`src/rtl/core/vvsa_pkg.sv`:
```
// Shared widths, register map and reset values of the vital-sign averager.
package vvsa_pkg;

    localparam int IN_W   = 11;
    localparam int RATE_W = 9;
    localparam int SAT_W  = 8;
    localparam int OFS_W  = 5;
    localparam int ADDR_W = 5;
    localparam int DATA_W = 32;
    localparam int IDX_W  = ADDR_W - 2;

    typedef logic [IDX_W-1:0] reg_idx_t;

    localparam reg_idx_t REG_RATE_LO  = 3'd0;
    localparam reg_idx_t REG_RATE_HI  = 3'd1;
    localparam reg_idx_t REG_SAT_LO   = 3'd2;
    localparam reg_idx_t REG_SAT_CEIL = 3'd3;
    localparam reg_idx_t REG_SAT_OFS  = 3'd4;

    localparam logic [RATE_W-1:0] RST_RATE_LO  = 9'd30;
    localparam logic [RATE_W-1:0] RST_RATE_HI  = 9'd180;
    localparam logic [SAT_W-1:0]  RST_SAT_LO   = 8'd70;
    localparam logic [SAT_W-1:0]  RST_SAT_CEIL = 8'd100;
    localparam logic [OFS_W-1:0]  RST_SAT_OFS  = 5'd4;

endpackage

```
`src/rtl/core/vvsa_serdiv.sv`:
```
// Bit-serial restoring divider, one quotient bit per cycle.
module vvsa_serdiv #(
    parameter int DVD_W = 12,
    parameter int DVS_W = 3
) (
    input  logic             aclk,
    input  logic             aresetn,
    input  logic             start,
    input  logic [DVD_W-1:0] dividend,
    input  logic [DVS_W-1:0] divisor,
    output logic             done,
    output logic [DVD_W-1:0] quotient
);

    localparam int STEP_W = $clog2(DVD_W + 1);

    logic              busy_reg;
    logic              done_reg;
    logic [STEP_W-1:0] step_reg;
    logic [DVS_W-1:0]  rem_reg;
    logic [DVS_W-1:0]  dvs_reg;
    logic [DVD_W-1:0]  quo_reg;

    logic [DVS_W:0] trial;
    logic [DVS_W:0] diff;
    logic           fits;

    assign trial = {rem_reg, quo_reg[DVD_W-1]};
    assign diff  = trial - {1'b0, dvs_reg};
    assign fits  = trial >= {1'b0, dvs_reg};

    always_ff @(posedge aclk) begin
        if (!aresetn) begin
            busy_reg <= 1'b0;
            done_reg <= 1'b0;
            step_reg <= '0;
        end else begin
            done_reg <= 1'b0;
            if (start) begin
                busy_reg <= 1'b1;
                step_reg <= '0;
            end else if (busy_reg) begin
                step_reg <= step_reg + 1'b1;
                if (step_reg == STEP_W'(DVD_W - 1)) begin
                    busy_reg <= 1'b0;
                    done_reg <= 1'b1;
                end
            end
        end
    end

    // shift the dividend out at the top while quotient bits enter at the bottom
    always_ff @(posedge aclk) begin
        if (start) begin
            quo_reg <= dividend;
            rem_reg <= '0;
            dvs_reg <= divisor;
        end else if (busy_reg) begin
            quo_reg <= {quo_reg[DVD_W-2:0], fits};
            rem_reg <= fits ? diff[DVS_W-1:0] : trial[DVS_W-1:0];
        end
    end

    assign done     = done_reg;
    assign quotient = quo_reg;

endmodule

```
`src/rtl/core/validated_vital_sign_averager_unit.sv`:
```
// Top level of the validated vital-sign averager: ring store, walk sequencer and APB registers.
//
// Usage:
//   Input channel (s_valid/s_ready) takes one word per analysis window: a heart-rate and an
//   oxygen-saturation estimate, each with its own valid flag. Result channel (m_valid/m_ready)
//   delivers one word per input word: the mean of the in-range stored rates and saturations.
//   The APB port holds the five limit/offset registers; write them only while the block idles.
// Flow:
//   One word at a time. The walk reads each filled slot (ST_WALK_RD) and then adds it
//   (ST_WALK_ACC) through the single read port of the ring memory; the two means then pass in
//   turn through the shared one-bit-per-cycle divider, with SUM_W = 9 + clog2(RING_DEPTH+1) sum
//   bits (RING_DEPTH defaults to five). s_ready returns the cycle after the result is loaded.
// Reset:
//   aresetn (synchronous, active low) restores the default limits, empties the ring through its
//   per-slot valid bits (an unwritten slot reads as zero) and rewinds the write slot and fill count.
// Stalls:
//   The result sits in an output register. While m_ready stays low and a result is still held,
//   the sequencer parks in its final state and holds the next result; no input is taken meanwhile.
module validated_vital_sign_averager_unit #(
    parameter int RING_DEPTH = 5
) (
    input  logic                              aclk,
    input  logic                              aresetn,
    input  logic                              s_valid,
    output logic                              s_ready,
    input  logic signed [vvsa_pkg::IN_W-1:0]  s_rate_estimate,
    input  logic                              s_rate_ok,
    input  logic signed [vvsa_pkg::IN_W-1:0]  s_sat_estimate,
    input  logic                              s_sat_ok,
    output logic                              m_valid,
    input  logic                              m_ready,
    output logic [vvsa_pkg::RATE_W-1:0]       m_shown_rate,
    output logic [vvsa_pkg::SAT_W-1:0]        m_shown_sat,
    input  logic                              psel,
    input  logic                              penable,
    input  logic                              pwrite,
    input  logic [vvsa_pkg::ADDR_W-1:0]       paddr,
    input  logic [vvsa_pkg::DATA_W-1:0]       pwdata,
    output logic [vvsa_pkg::DATA_W-1:0]       prdata,
    output logic                              pready
);

    localparam int RATE_W    = vvsa_pkg::RATE_W;
    localparam int SAT_W     = vvsa_pkg::SAT_W;
    localparam int IN_W      = vvsa_pkg::IN_W;
    localparam int OFS_W     = vvsa_pkg::OFS_W;
    localparam int SLOT_W    = (RING_DEPTH > 1) ? $clog2(RING_DEPTH) : 1;
    localparam int CNT_W     = $clog2(RING_DEPTH + 1);
    localparam int SUM_W     = RATE_W + CNT_W;
    localparam int SSUM_W    = SAT_W + CNT_W;
    localparam int WORD_W    = RATE_W + SAT_W;

    typedef enum logic [9:0] {
        ST_IDLE     = 10'b00_0000_0001,
        ST_PREV     = 10'b00_0000_0010,
        ST_WRITE    = 10'b00_0000_0100,
        ST_WALK_RD  = 10'b00_0000_1000,
        ST_WALK_ACC = 10'b00_0001_0000,
        ST_RATE_GO  = 10'b00_0010_0000,
        ST_RATE_WT  = 10'b00_0100_0000,
        ST_SAT_GO   = 10'b00_1000_0000,
        ST_SAT_WT   = 10'b01_0000_0000,
        ST_DONE     = 10'b10_0000_0000
    } state_t;

    state_t state_reg, state_next;

    // ------------------------------------------------------------------
    // Configuration registers
    // ------------------------------------------------------------------
    logic [RATE_W-1:0] rate_lo_reg;
    logic [RATE_W-1:0] rate_hi_reg;
    logic [SAT_W-1:0]  sat_lo_reg;
    logic [SAT_W-1:0]  sat_ceil_reg;
    logic [OFS_W-1:0]  sat_ofs_reg;

    vvsa_pkg::reg_idx_t cfg_idx;
    logic               cfg_wr;

    assign cfg_idx = paddr[vvsa_pkg::ADDR_W-1:2];
    assign cfg_wr  = psel & penable & pwrite;
    assign pready  = 1'b1;

    always_ff @(posedge aclk) begin
        if (!aresetn) begin
            rate_lo_reg  <= vvsa_pkg::RST_RATE_LO;
            rate_hi_reg  <= vvsa_pkg::RST_RATE_HI;
            sat_lo_reg   <= vvsa_pkg::RST_SAT_LO;
            sat_ceil_reg <= vvsa_pkg::RST_SAT_CEIL;
            sat_ofs_reg  <= vvsa_pkg::RST_SAT_OFS;
        end else if (cfg_wr) begin
            case (cfg_idx)
                vvsa_pkg::REG_RATE_LO:  rate_lo_reg  <= pwdata[RATE_W-1:0];
                vvsa_pkg::REG_RATE_HI:  rate_hi_reg  <= pwdata[RATE_W-1:0];
                vvsa_pkg::REG_SAT_LO:   sat_lo_reg   <= pwdata[SAT_W-1:0];
                vvsa_pkg::REG_SAT_CEIL: sat_ceil_reg <= pwdata[SAT_W-1:0];
                vvsa_pkg::REG_SAT_OFS:  sat_ofs_reg  <= pwdata[OFS_W-1:0];
                default: ;
            endcase
        end
    end

    always_comb begin
        case (cfg_idx)
            vvsa_pkg::REG_RATE_LO:  prdata = {{(vvsa_pkg::DATA_W-RATE_W){1'b0}}, rate_lo_reg};
            vvsa_pkg::REG_RATE_HI:  prdata = {{(vvsa_pkg::DATA_W-RATE_W){1'b0}}, rate_hi_reg};
            vvsa_pkg::REG_SAT_LO:   prdata = {{(vvsa_pkg::DATA_W-SAT_W){1'b0}}, sat_lo_reg};
            vvsa_pkg::REG_SAT_CEIL: prdata = {{(vvsa_pkg::DATA_W-SAT_W){1'b0}}, sat_ceil_reg};
            vvsa_pkg::REG_SAT_OFS:  prdata = {{(vvsa_pkg::DATA_W-OFS_W){1'b0}}, sat_ofs_reg};
            default:                prdata = '0;
        endcase
    end

    // ------------------------------------------------------------------
    // Input qualification (signed estimate against unsigned limits)
    // ------------------------------------------------------------------
    logic             rate_in_fits;
    logic             sat_in_fits;
    logic             take_rate;
    logic             take_sat;
    logic [SAT_W:0]   sat_plus_ofs;
    logic [SAT_W-1:0] sat_corr;
    logic             accept;

    assign rate_in_fits = (s_rate_estimate > $signed({{(IN_W-RATE_W){1'b0}}, rate_lo_reg}))
                       && (s_rate_estimate < $signed({{(IN_W-RATE_W){1'b0}}, rate_hi_reg}));
    assign sat_in_fits  = (s_sat_estimate > $signed({{(IN_W-SAT_W){1'b0}}, sat_lo_reg}))
                       && (s_sat_estimate <= $signed({{(IN_W-SAT_W){1'b0}}, sat_ceil_reg}));
    assign take_rate    = s_rate_ok & rate_in_fits;
    assign take_sat     = s_sat_ok & sat_in_fits;

    // add the calibration offset, clamp at the ceiling
    assign sat_plus_ofs = {1'b0, s_sat_estimate[SAT_W-1:0]}
                        + {{(SAT_W+1-OFS_W){1'b0}}, sat_ofs_reg};
    assign sat_corr     = (sat_plus_ofs > {1'b0, sat_ceil_reg}) ? sat_ceil_reg
                                                                : sat_plus_ofs[SAT_W-1:0];

    assign s_ready = (state_reg == ST_IDLE);
    assign accept  = s_valid & s_ready;

    // ------------------------------------------------------------------
    // Item and ring bookkeeping
    // ------------------------------------------------------------------
    logic              take_rate_reg;
    logic              take_sat_reg;
    logic [RATE_W-1:0] rate_new_reg;
    logic [SAT_W-1:0]  sat_new_reg;
    logic [SLOT_W-1:0] slot_reg;
    logic [CNT_W-1:0]  filled_reg;
    logic [CNT_W-1:0]  idx_reg;

    logic [SLOT_W-1:0] prev_slot;
    logic [SLOT_W-1:0] rd_addr;
    logic              have_fill;

    assign prev_slot = (slot_reg == '0) ? SLOT_W'(RING_DEPTH - 1) : slot_reg - 1'b1;
    assign rd_addr   = (state_reg == ST_PREV) ? prev_slot : idx_reg[SLOT_W-1:0];
    assign have_fill = (filled_reg != '0);

    always_ff @(posedge aclk) begin
        if (accept) begin
            take_rate_reg <= take_rate;
            take_sat_reg  <= take_sat;
            rate_new_reg  <= s_rate_estimate[RATE_W-1:0];
            sat_new_reg   <= sat_corr;
        end
    end

    always_ff @(posedge aclk) begin
        if (!aresetn) begin
            slot_reg   <= '0;
            filled_reg <= '0;
            idx_reg    <= '0;
        end else begin
            // the fill count moves on the rate decision, before the slot write looks at it
            if (accept && take_rate && (filled_reg < CNT_W'(RING_DEPTH))) begin
                filled_reg <= filled_reg + 1'b1;
            end
            if (state_reg == ST_WRITE) begin
                slot_reg <= (slot_reg == SLOT_W'(RING_DEPTH - 1)) ? '0 : slot_reg + 1'b1;
                idx_reg  <= '0;
            end else if (state_reg == ST_WALK_ACC) begin
                idx_reg  <= idx_reg + 1'b1;
            end
        end
    end

    // ------------------------------------------------------------------
    // Ring memory: {rate, sat} per slot, one write and one registered read
    // ------------------------------------------------------------------
    logic [WORD_W-1:0]     ring_mem [RING_DEPTH];
    logic [RING_DEPTH-1:0] slot_vld_reg;
    logic [WORD_W-1:0]     rd_word_reg;
    logic                  rd_vld_reg;
    logic [WORD_W-1:0]     rd_data;
    logic [RATE_W-1:0]     rd_rate;
    logic [SAT_W-1:0]      rd_sat;
    logic                  mem_we;
    logic [RATE_W-1:0]     wr_rate;
    logic [SAT_W-1:0]      wr_sat;

    // an unwritten slot reads as its reset value of zero
    assign rd_data = rd_vld_reg ? rd_word_reg : '0;
    assign rd_rate = rd_data[WORD_W-1:SAT_W];
    assign rd_sat  = rd_data[SAT_W-1:0];

    // rejected values copy the previous slot once anything is filled; with nothing filled the
    // rate ring is still all zero, so a lone accepted saturation writes a zero rate beside it
    assign mem_we  = (state_reg == ST_WRITE) && (take_rate_reg || take_sat_reg || have_fill);
    assign wr_rate = take_rate_reg ? rate_new_reg : (have_fill ? rd_rate : '0);
    assign wr_sat  = take_sat_reg  ? sat_new_reg  : (have_fill ? rd_sat  : '0);

    always_ff @(posedge aclk) begin
        if (mem_we) begin
            ring_mem[slot_reg] <= {wr_rate, wr_sat};
        end
        rd_word_reg <= ring_mem[rd_addr];
        rd_vld_reg  <= slot_vld_reg[rd_addr];
    end

    always_ff @(posedge aclk) begin
        if (!aresetn) begin
            slot_vld_reg <= '0;
        end else if (mem_we) begin
            slot_vld_reg[slot_reg] <= 1'b1;
        end
    end

    // ------------------------------------------------------------------
    // Walk: sum the entries that sit inside the current limits
    // ------------------------------------------------------------------
    logic [SUM_W-1:0]  rsum_reg;
    logic [SSUM_W-1:0] ssum_reg;
    logic [CNT_W-1:0]  rcnt_reg;
    logic [CNT_W-1:0]  scnt_reg;
    logic              rate_ok_walk;
    logic              sat_ok_walk;

    assign rate_ok_walk = (rd_rate > rate_lo_reg) && (rd_rate < rate_hi_reg);
    assign sat_ok_walk  = (rd_sat > sat_lo_reg) && (rd_sat <= sat_ceil_reg);

    always_ff @(posedge aclk) begin
        if (accept) begin
            rsum_reg <= '0;
            ssum_reg <= '0;
            rcnt_reg <= '0;
            scnt_reg <= '0;
        end else if (state_reg == ST_WALK_ACC) begin
            if (rate_ok_walk) begin
                rsum_reg <= rsum_reg + SUM_W'(rd_rate);
                rcnt_reg <= rcnt_reg + 1'b1;
            end
            if (sat_ok_walk) begin
                ssum_reg <= ssum_reg + SSUM_W'(rd_sat);
                scnt_reg <= scnt_reg + 1'b1;
            end
        end
    end

    // ------------------------------------------------------------------
    // Shared divider: rate mean first, then saturation mean
    // ------------------------------------------------------------------
    logic             div_start;
    logic [SUM_W-1:0] div_dividend;
    logic [CNT_W-1:0] div_divisor;
    logic             div_done;
    logic [SUM_W-1:0] div_quotient;

    assign div_start    = (state_reg == ST_RATE_GO) || (state_reg == ST_SAT_GO);
    assign div_dividend = (state_reg == ST_SAT_GO) ? SUM_W'(ssum_reg) : rsum_reg;
    assign div_divisor  = (state_reg == ST_SAT_GO) ? scnt_reg : rcnt_reg;

    vvsa_serdiv #(
        .DVD_W (SUM_W),
        .DVS_W (CNT_W)
    ) u_div (
        .aclk     (aclk),
        .aresetn  (aresetn),
        .start    (div_start),
        .dividend (div_dividend),
        .divisor  (div_divisor),
        .done     (div_done),
        .quotient (div_quotient)
    );

    logic [RATE_W-1:0] rate_mean_reg;
    logic [SAT_W-1:0]  sat_mean_reg;

    // an empty count gives a mean of zero, whatever the divider made of it
    always_ff @(posedge aclk) begin
        if ((state_reg == ST_RATE_WT) && div_done) begin
            rate_mean_reg <= (rcnt_reg == '0) ? '0 : div_quotient[RATE_W-1:0];
        end
        if ((state_reg == ST_SAT_WT) && div_done) begin
            sat_mean_reg  <= (scnt_reg == '0) ? '0 : div_quotient[SAT_W-1:0];
        end
    end

    // ------------------------------------------------------------------
    // Output register
    // ------------------------------------------------------------------
    logic              m_valid_reg;
    logic [RATE_W-1:0] m_rate_reg;
    logic [SAT_W-1:0]  m_sat_reg;
    logic              out_load;

    assign out_load = (state_reg == ST_DONE) && (!m_valid_reg || m_ready);

    always_ff @(posedge aclk) begin
        if (!aresetn) begin
            m_valid_reg <= 1'b0;
        end else if (out_load) begin
            m_valid_reg <= 1'b1;
        end else if (m_ready) begin
            m_valid_reg <= 1'b0;
        end
    end

    always_ff @(posedge aclk) begin
        if (out_load) begin
            m_rate_reg <= rate_mean_reg;
            m_sat_reg  <= sat_mean_reg;
        end
    end

    assign m_valid      = m_valid_reg;
    assign m_shown_rate = m_rate_reg;
    assign m_shown_sat  = m_sat_reg;

    // ------------------------------------------------------------------
    // Sequencer
    // ------------------------------------------------------------------
    always_comb begin
        state_next = state_reg;
        case (state_reg)
            ST_IDLE:     if (accept) state_next = ST_PREV;
            ST_PREV:     state_next = ST_WRITE;
            ST_WRITE:    state_next = have_fill ? ST_WALK_RD : ST_RATE_GO;
            ST_WALK_RD:  state_next = ST_WALK_ACC;
            ST_WALK_ACC: state_next = ((idx_reg + 1'b1) == filled_reg) ? ST_RATE_GO : ST_WALK_RD;
            ST_RATE_GO:  state_next = ST_RATE_WT;
            ST_RATE_WT:  if (div_done) state_next = ST_SAT_GO;
            ST_SAT_GO:   state_next = ST_SAT_WT;
            ST_SAT_WT:   if (div_done) state_next = ST_DONE;
            ST_DONE:     if (out_load) state_next = ST_IDLE;
            default:     state_next = ST_IDLE;
        endcase
    end

    always_ff @(posedge aclk) begin
        if (!aresetn) begin
            state_reg <= ST_IDLE;
        end else begin
            state_reg <= state_next;
        end
    end

    // ------------------------------------------------------------------
    // Assertions
    // ------------------------------------------------------------------
    a_fill_bound: assert property (@(posedge aclk) disable iff (!aresetn)
        filled_reg <= CNT_W'(RING_DEPTH))
        else $error("fill count beyond ring depth");

    a_slot_bound: assert property (@(posedge aclk) disable iff (!aresetn)
        slot_reg <= SLOT_W'(RING_DEPTH - 1))
        else $error("write slot beyond ring depth");

    a_walk_bound: assert property (@(posedge aclk) disable iff (!aresetn)
        (state_reg == ST_WALK_RD || state_reg == ST_WALK_ACC) |-> (idx_reg < filled_reg))
        else $error("walk index past filled slots");

    a_result_src: assert property (@(posedge aclk) disable iff (!aresetn)
        $rose(m_valid_reg) |-> $past(state_reg == ST_DONE))
        else $error("result raised outside final state");

    a_div_idle: assert property (@(posedge aclk) disable iff (!aresetn)
        div_done |-> (state_reg == ST_RATE_WT || state_reg == ST_SAT_WT))
        else $error("divider finished while sequencer not waiting");

endmodule

```
`config.mk`:
```
export PLATFORM = sky130hd
export DESIGN_NAME = validated_vital_sign_averager_unit
export DESIGN_NICKNAME = d
export VERILOG_FILES = /design/src/rtl/core/vvsa_pkg.sv /design/src/rtl/core/vvsa_serdiv.sv /design/src/rtl/core/validated_vital_sign_averager_unit.sv
export SDC_FILE = /design/constraint.sdc
export NUM_CORES = 1
export LEC_CHECK = 0
export BUFFER_PORTS_ARGS = -buffer_cell sky130_fd_sc_hd__buf_4
export CORE_ASPECT_RATIO = 1.2
export CORE_MARGIN = 4
export CORE_UTILIZATION = 62
export CTS_BUF_LIST = sky130_fd_sc_hd__clkbuf_2
export DETAILED_ROUTE_END_ITERATION = 7
export GPL_ROUTABILITY_DRIVEN = 0
export HOLD_SLACK_MARGIN = 0.12
export PLACE_DENSITY = 0.9
export SKIP_LAST_GASP = 1
export SLEW_MARGIN = 20
export SYNTH_ARGS = -nofsm -noshare
export SYNTH_HDL_FRONTEND = slang
export SYNTH_SLANG_ARGS = --single-unit
```
`constraint.sdc`:
```
create_clock -name aclk -period 3.9 [get_ports aclk]
set_input_delay 0 -clock aclk [delete_from_list [all_inputs] [get_ports aclk]]
set_output_delay 0 -clock aclk [all_outputs]
set_load 0.05 [all_outputs]
```
==> out/metrics.cfg <==
[global_routing]
grt_pass1_wl_um = 58220
antenna_found_initial = 1
grt_overflow = 0
track_usage_pct = 28.05
grt_max_degree = 64
grt_pass1_vias = 11610

[synthesis]
yosysWarnings = 0
ys_seq_area_share_pct = 49.10
synthTopCellsByArea = edfxtp_1, dfxtp_1, ha_1, mux2i_1, nand2_1
ys.flop_type = edfxtp_1
syn_avg_cell_area_sq_um = 10.75
syn-instance-count = 1326
ys_ff_latch = 273
async_flop_share_pct = 0
yosysTopAreaCell = edfxtp_1
synthDistinctLibCells = 71
netlist_area_sq_um = 14250
synth_top_area_share_pct = 32.24
synth_edf_count = 153

[clock_tree]
clock_path_buffers = 3
cts_buffers = 67
clkLatencyLatePin_ns = 0.83
clk_pin_slew_ns = 0.12
cts_tree = done
cts_max_level = 3
cts_root_buffer = clkbuf_2
cts_sinks = 273

[drt]
via_per_inst = 6.082
drtIter0Drc = 954
first_pass_iters = 5
met1Wirelength_um = 13440
route.met2.wl_um = 17380
drt-total-wl_um = 35930
num_vias = 11240
drc_errors = 0
highest_layer = met4
postRouteAntennaNets = 0
met3_length_um = 2756
wl_per_cell_um = 19.44

[hold_path]
hp-start = m_ready
holdPathEnd = m_valid
hold_depth = 4
hold_path.class = in2reg

[floorplanning]
die_area_sq_um = 25490
io_pins = 120
die-width_um = 146.4
initial_core_util_pct = 63.28
core_area_sq_um = 22520
row_count = 60
die_h_um = 174.1

[sta]
timing.final.crit_share_pct = 98.80
fin_tns_setup_ns = 0
setup_viol = 0
clock.fmax_ghz = 0.2595
maxSlewViolCount = 0
final-hold-violation-count = 0
relSlewSlack_pct = 23.57
min_period_ns = 3.853
finClkSkew_ns = 0.04665
tightest_slew_ns = 1.142

[outcome]
outcome = finished, final reports clean

[worst_setup_path]
startpoint_type = register
r2r_slack_ns = 0.05
crit_slowest_cell = fa_1
worstPathRequired_ns = 4.47
rr_worst_depth = 15
critPathMostFrequentCell = ha_1
r2r_start = sat_ofs_reg[0]
crit_path_end_kind = register
critPathBufInv = 1
worstPathArrival_ns = 4.42
worstPathMaxFanout = 8
path_class = reg2reg
rr_endpoint = sat_new_reg[3]
cp_cell_sequence = ha_1 -> fa_1 -> a21o_1 -> a21oi_2 -> nor2b_1 -> o21ai_0 -> xor2_1 -> inv_1 -> ha_1 -> nand2_1 -> or2_2 -> o21bai_1 -> a31oi_2 -> nor2_4 -> mux2_2
max_stage_delay_ns = 0.41
critical_path.top_delay_family = compound AO/OA/AOI/OAI gates

[place]
port_buffers = 70
dpl_cell_area_sq_um = 14960
detailed_place_hpwl_um = 23330

[layout]
area_delta_synth_final_pct = 15.26
final_cell_area_sq_um = 16430
nets = 1700
drive_above_1_share_pct = 15.63
largest_register_ff_count = 85

[power]
max-vdd-ir-drop_uv = 241.8
p_leak_nw = 6.949
p_per_area_nw_per_um2 = 344.5

[run]
cap_violations = 0

-- metal layers --
metal  GRT usage [%]  vias up
met1           33.34     5281
met2           47.04      616
met4           17.41        0
met5               0        -
met3           5.267      174
li1                -     5168
-- worst min-delay path, stage by stage --
cell	delay, ns
dlygate4sd3_1	0.54
buf_4	0.10
nand2b_1	0.15
a21boi_0	0.10
-- synth_stat cells, types with 4 or more instances --
library cell / n
nand2b_1: 15
a21boi_0: 14
o21bai_1: 4
xor2_1: 9
a21oi_1: 47
o21ai_0: 67
inv_1: 66
or2_2: 4
fa_1: 4
a211oi_1: 30
xnor2_1: 19
nor4b_1: 4
o21a_1: 15
a21o_1: 13
edfxtp_1: 153
and2_1: 33
nor2b_1: 53
nor3b_1: 5
mux2_2: 11
mux2i_1: 75
a22oi_1: 12
nand4_1: 15
a211oi_2: 11
and2b_1: 5
dfxtp_1: 120
ha_1: 111
o211ai_1: 14
nor3_1: 14
clkbuf_1: 31
buf_4: 29
buf_2: 7
o22ai_1: 8
nor4_1: 4
nor2_1: 86
nand2_1: 123
a31oi_1: 8
o31ai_1: 9
nand3_1: 29
-- cell usage in the layout, fill, tap and decap left out, types with 16 or more instances in the layout --
cell,instances
nor2_1,84
a211oi_1,30
clkbuf_2,97
a21oi_1,46
dlygate4sd3_1,81
dfxtp_1,120
conb_1,24
o21ai_0,67
inv_1,66
edfxtp_1,153
buf_4,90
nor2b_1,53
nand3_1,29
nand2_1,123
and2_1,33
mux2i_1,75
clkinv_1,16
xnor2_1,19
ha_1,111
-- cell type report --
| cell class | count | area, sq um |
|---|---|---|
| well taps | 279 | 349.1 |
| diodes | 1 | 2.502 |
| inverters | 66 | 247.7 |
| clock buffers | 97 | 485.5 |
| fillers | 1398 | 6096 |
| flip-flops and latches | 273 | 6997 |
| multi-input cells | 938 | 6718 |
| clock inverters | 23 | 140.1 |
| repair buffers | 171 | 1486 |
-- cells by family after synthesis --
| family | count (synthesis) | share of synthesized area (%) |
|---|---|---|
| AOI/OAI and AO/OA | 269 | 12.77 |
| xor gates and xnor gates | 28 | 1.721 |
| adders and majority gates | 115 | 10.31 |
| buffers and inverters | 137 | 4.601 |
| DFF | 273 | 49.10 |
| muxes | 90 | 6.769 |
| other | 2 | 0.05270 |
| and+or+nand+nor | 412 | 14.69 |
-- power breakdown --
part           total (mW)  internal [mW]  leakage, nW  switching (mW)
combinational       0.585          0.212         4.10           0.373
sequential           3.14           3.10         2.37          0.0363
clock                1.94          0.800        0.477            1.14
total                5.66           4.11         6.95            1.55
-- stage by stage --
step | setup slack, ns | std cells | utilization (%) | total power [mW] | hold WS (ns)
final | 0.04684 | 1848 | 72.93 | 5.659 | 0.1701
after global routing | -0.07575 | 1848 | 72.93 | 5.909 | 0.1853
after CTS | 0.1369 | 1846 | 72.81 | 5.635 | 0.1284
after detailed placement | -0.01267 | 1645 | 66.42 | 3.695 | 0.2203
after global placement | 0.1371 | 1645 | 66.42 | 3.676 | 0.2167
after floorplan | 0.3696 | 1348 | - | 3.550 | 0.09887
-- how the worst max path moves through the flow --
| stage | from | to | slack [ns] | cells after the start |
|---|---|---|---|---|
| 2_1_floorplan | sat_ofs_reg[0] | sat_new_reg[0] | 0.37 | 15 |
| 3_3_place_gp | sat_ofs_reg[0] | sat_new_reg[7] | 0.14 | 15 |
| 3_5_place_dp | sat_ofs_reg[0] | sat_new_reg[3] | -0.01 | 15 |
| 4_1_cts | sat_ofs_reg[0] | sat_new_reg[1] | 0.14 | 15 |
| 5_1_grt | sat_ofs_reg[0] | sat_new_reg[5] | -0.08 | 15 |
| 6_report | sat_ofs_reg[0] | sat_new_reg[3] | 0.05 | 15 |
-- timing repair --
item / CTS / global route
hold endpoints to repair: 149 / 0
hold buffers: 81 / 0
setup endpoints to repair: 6 / 8
buffers inserted: 0 / 1
gates resized for setup: 1 / 4
pin swaps: 0 / 2
No activity file was read; power rests on OpenSTA's default activity.
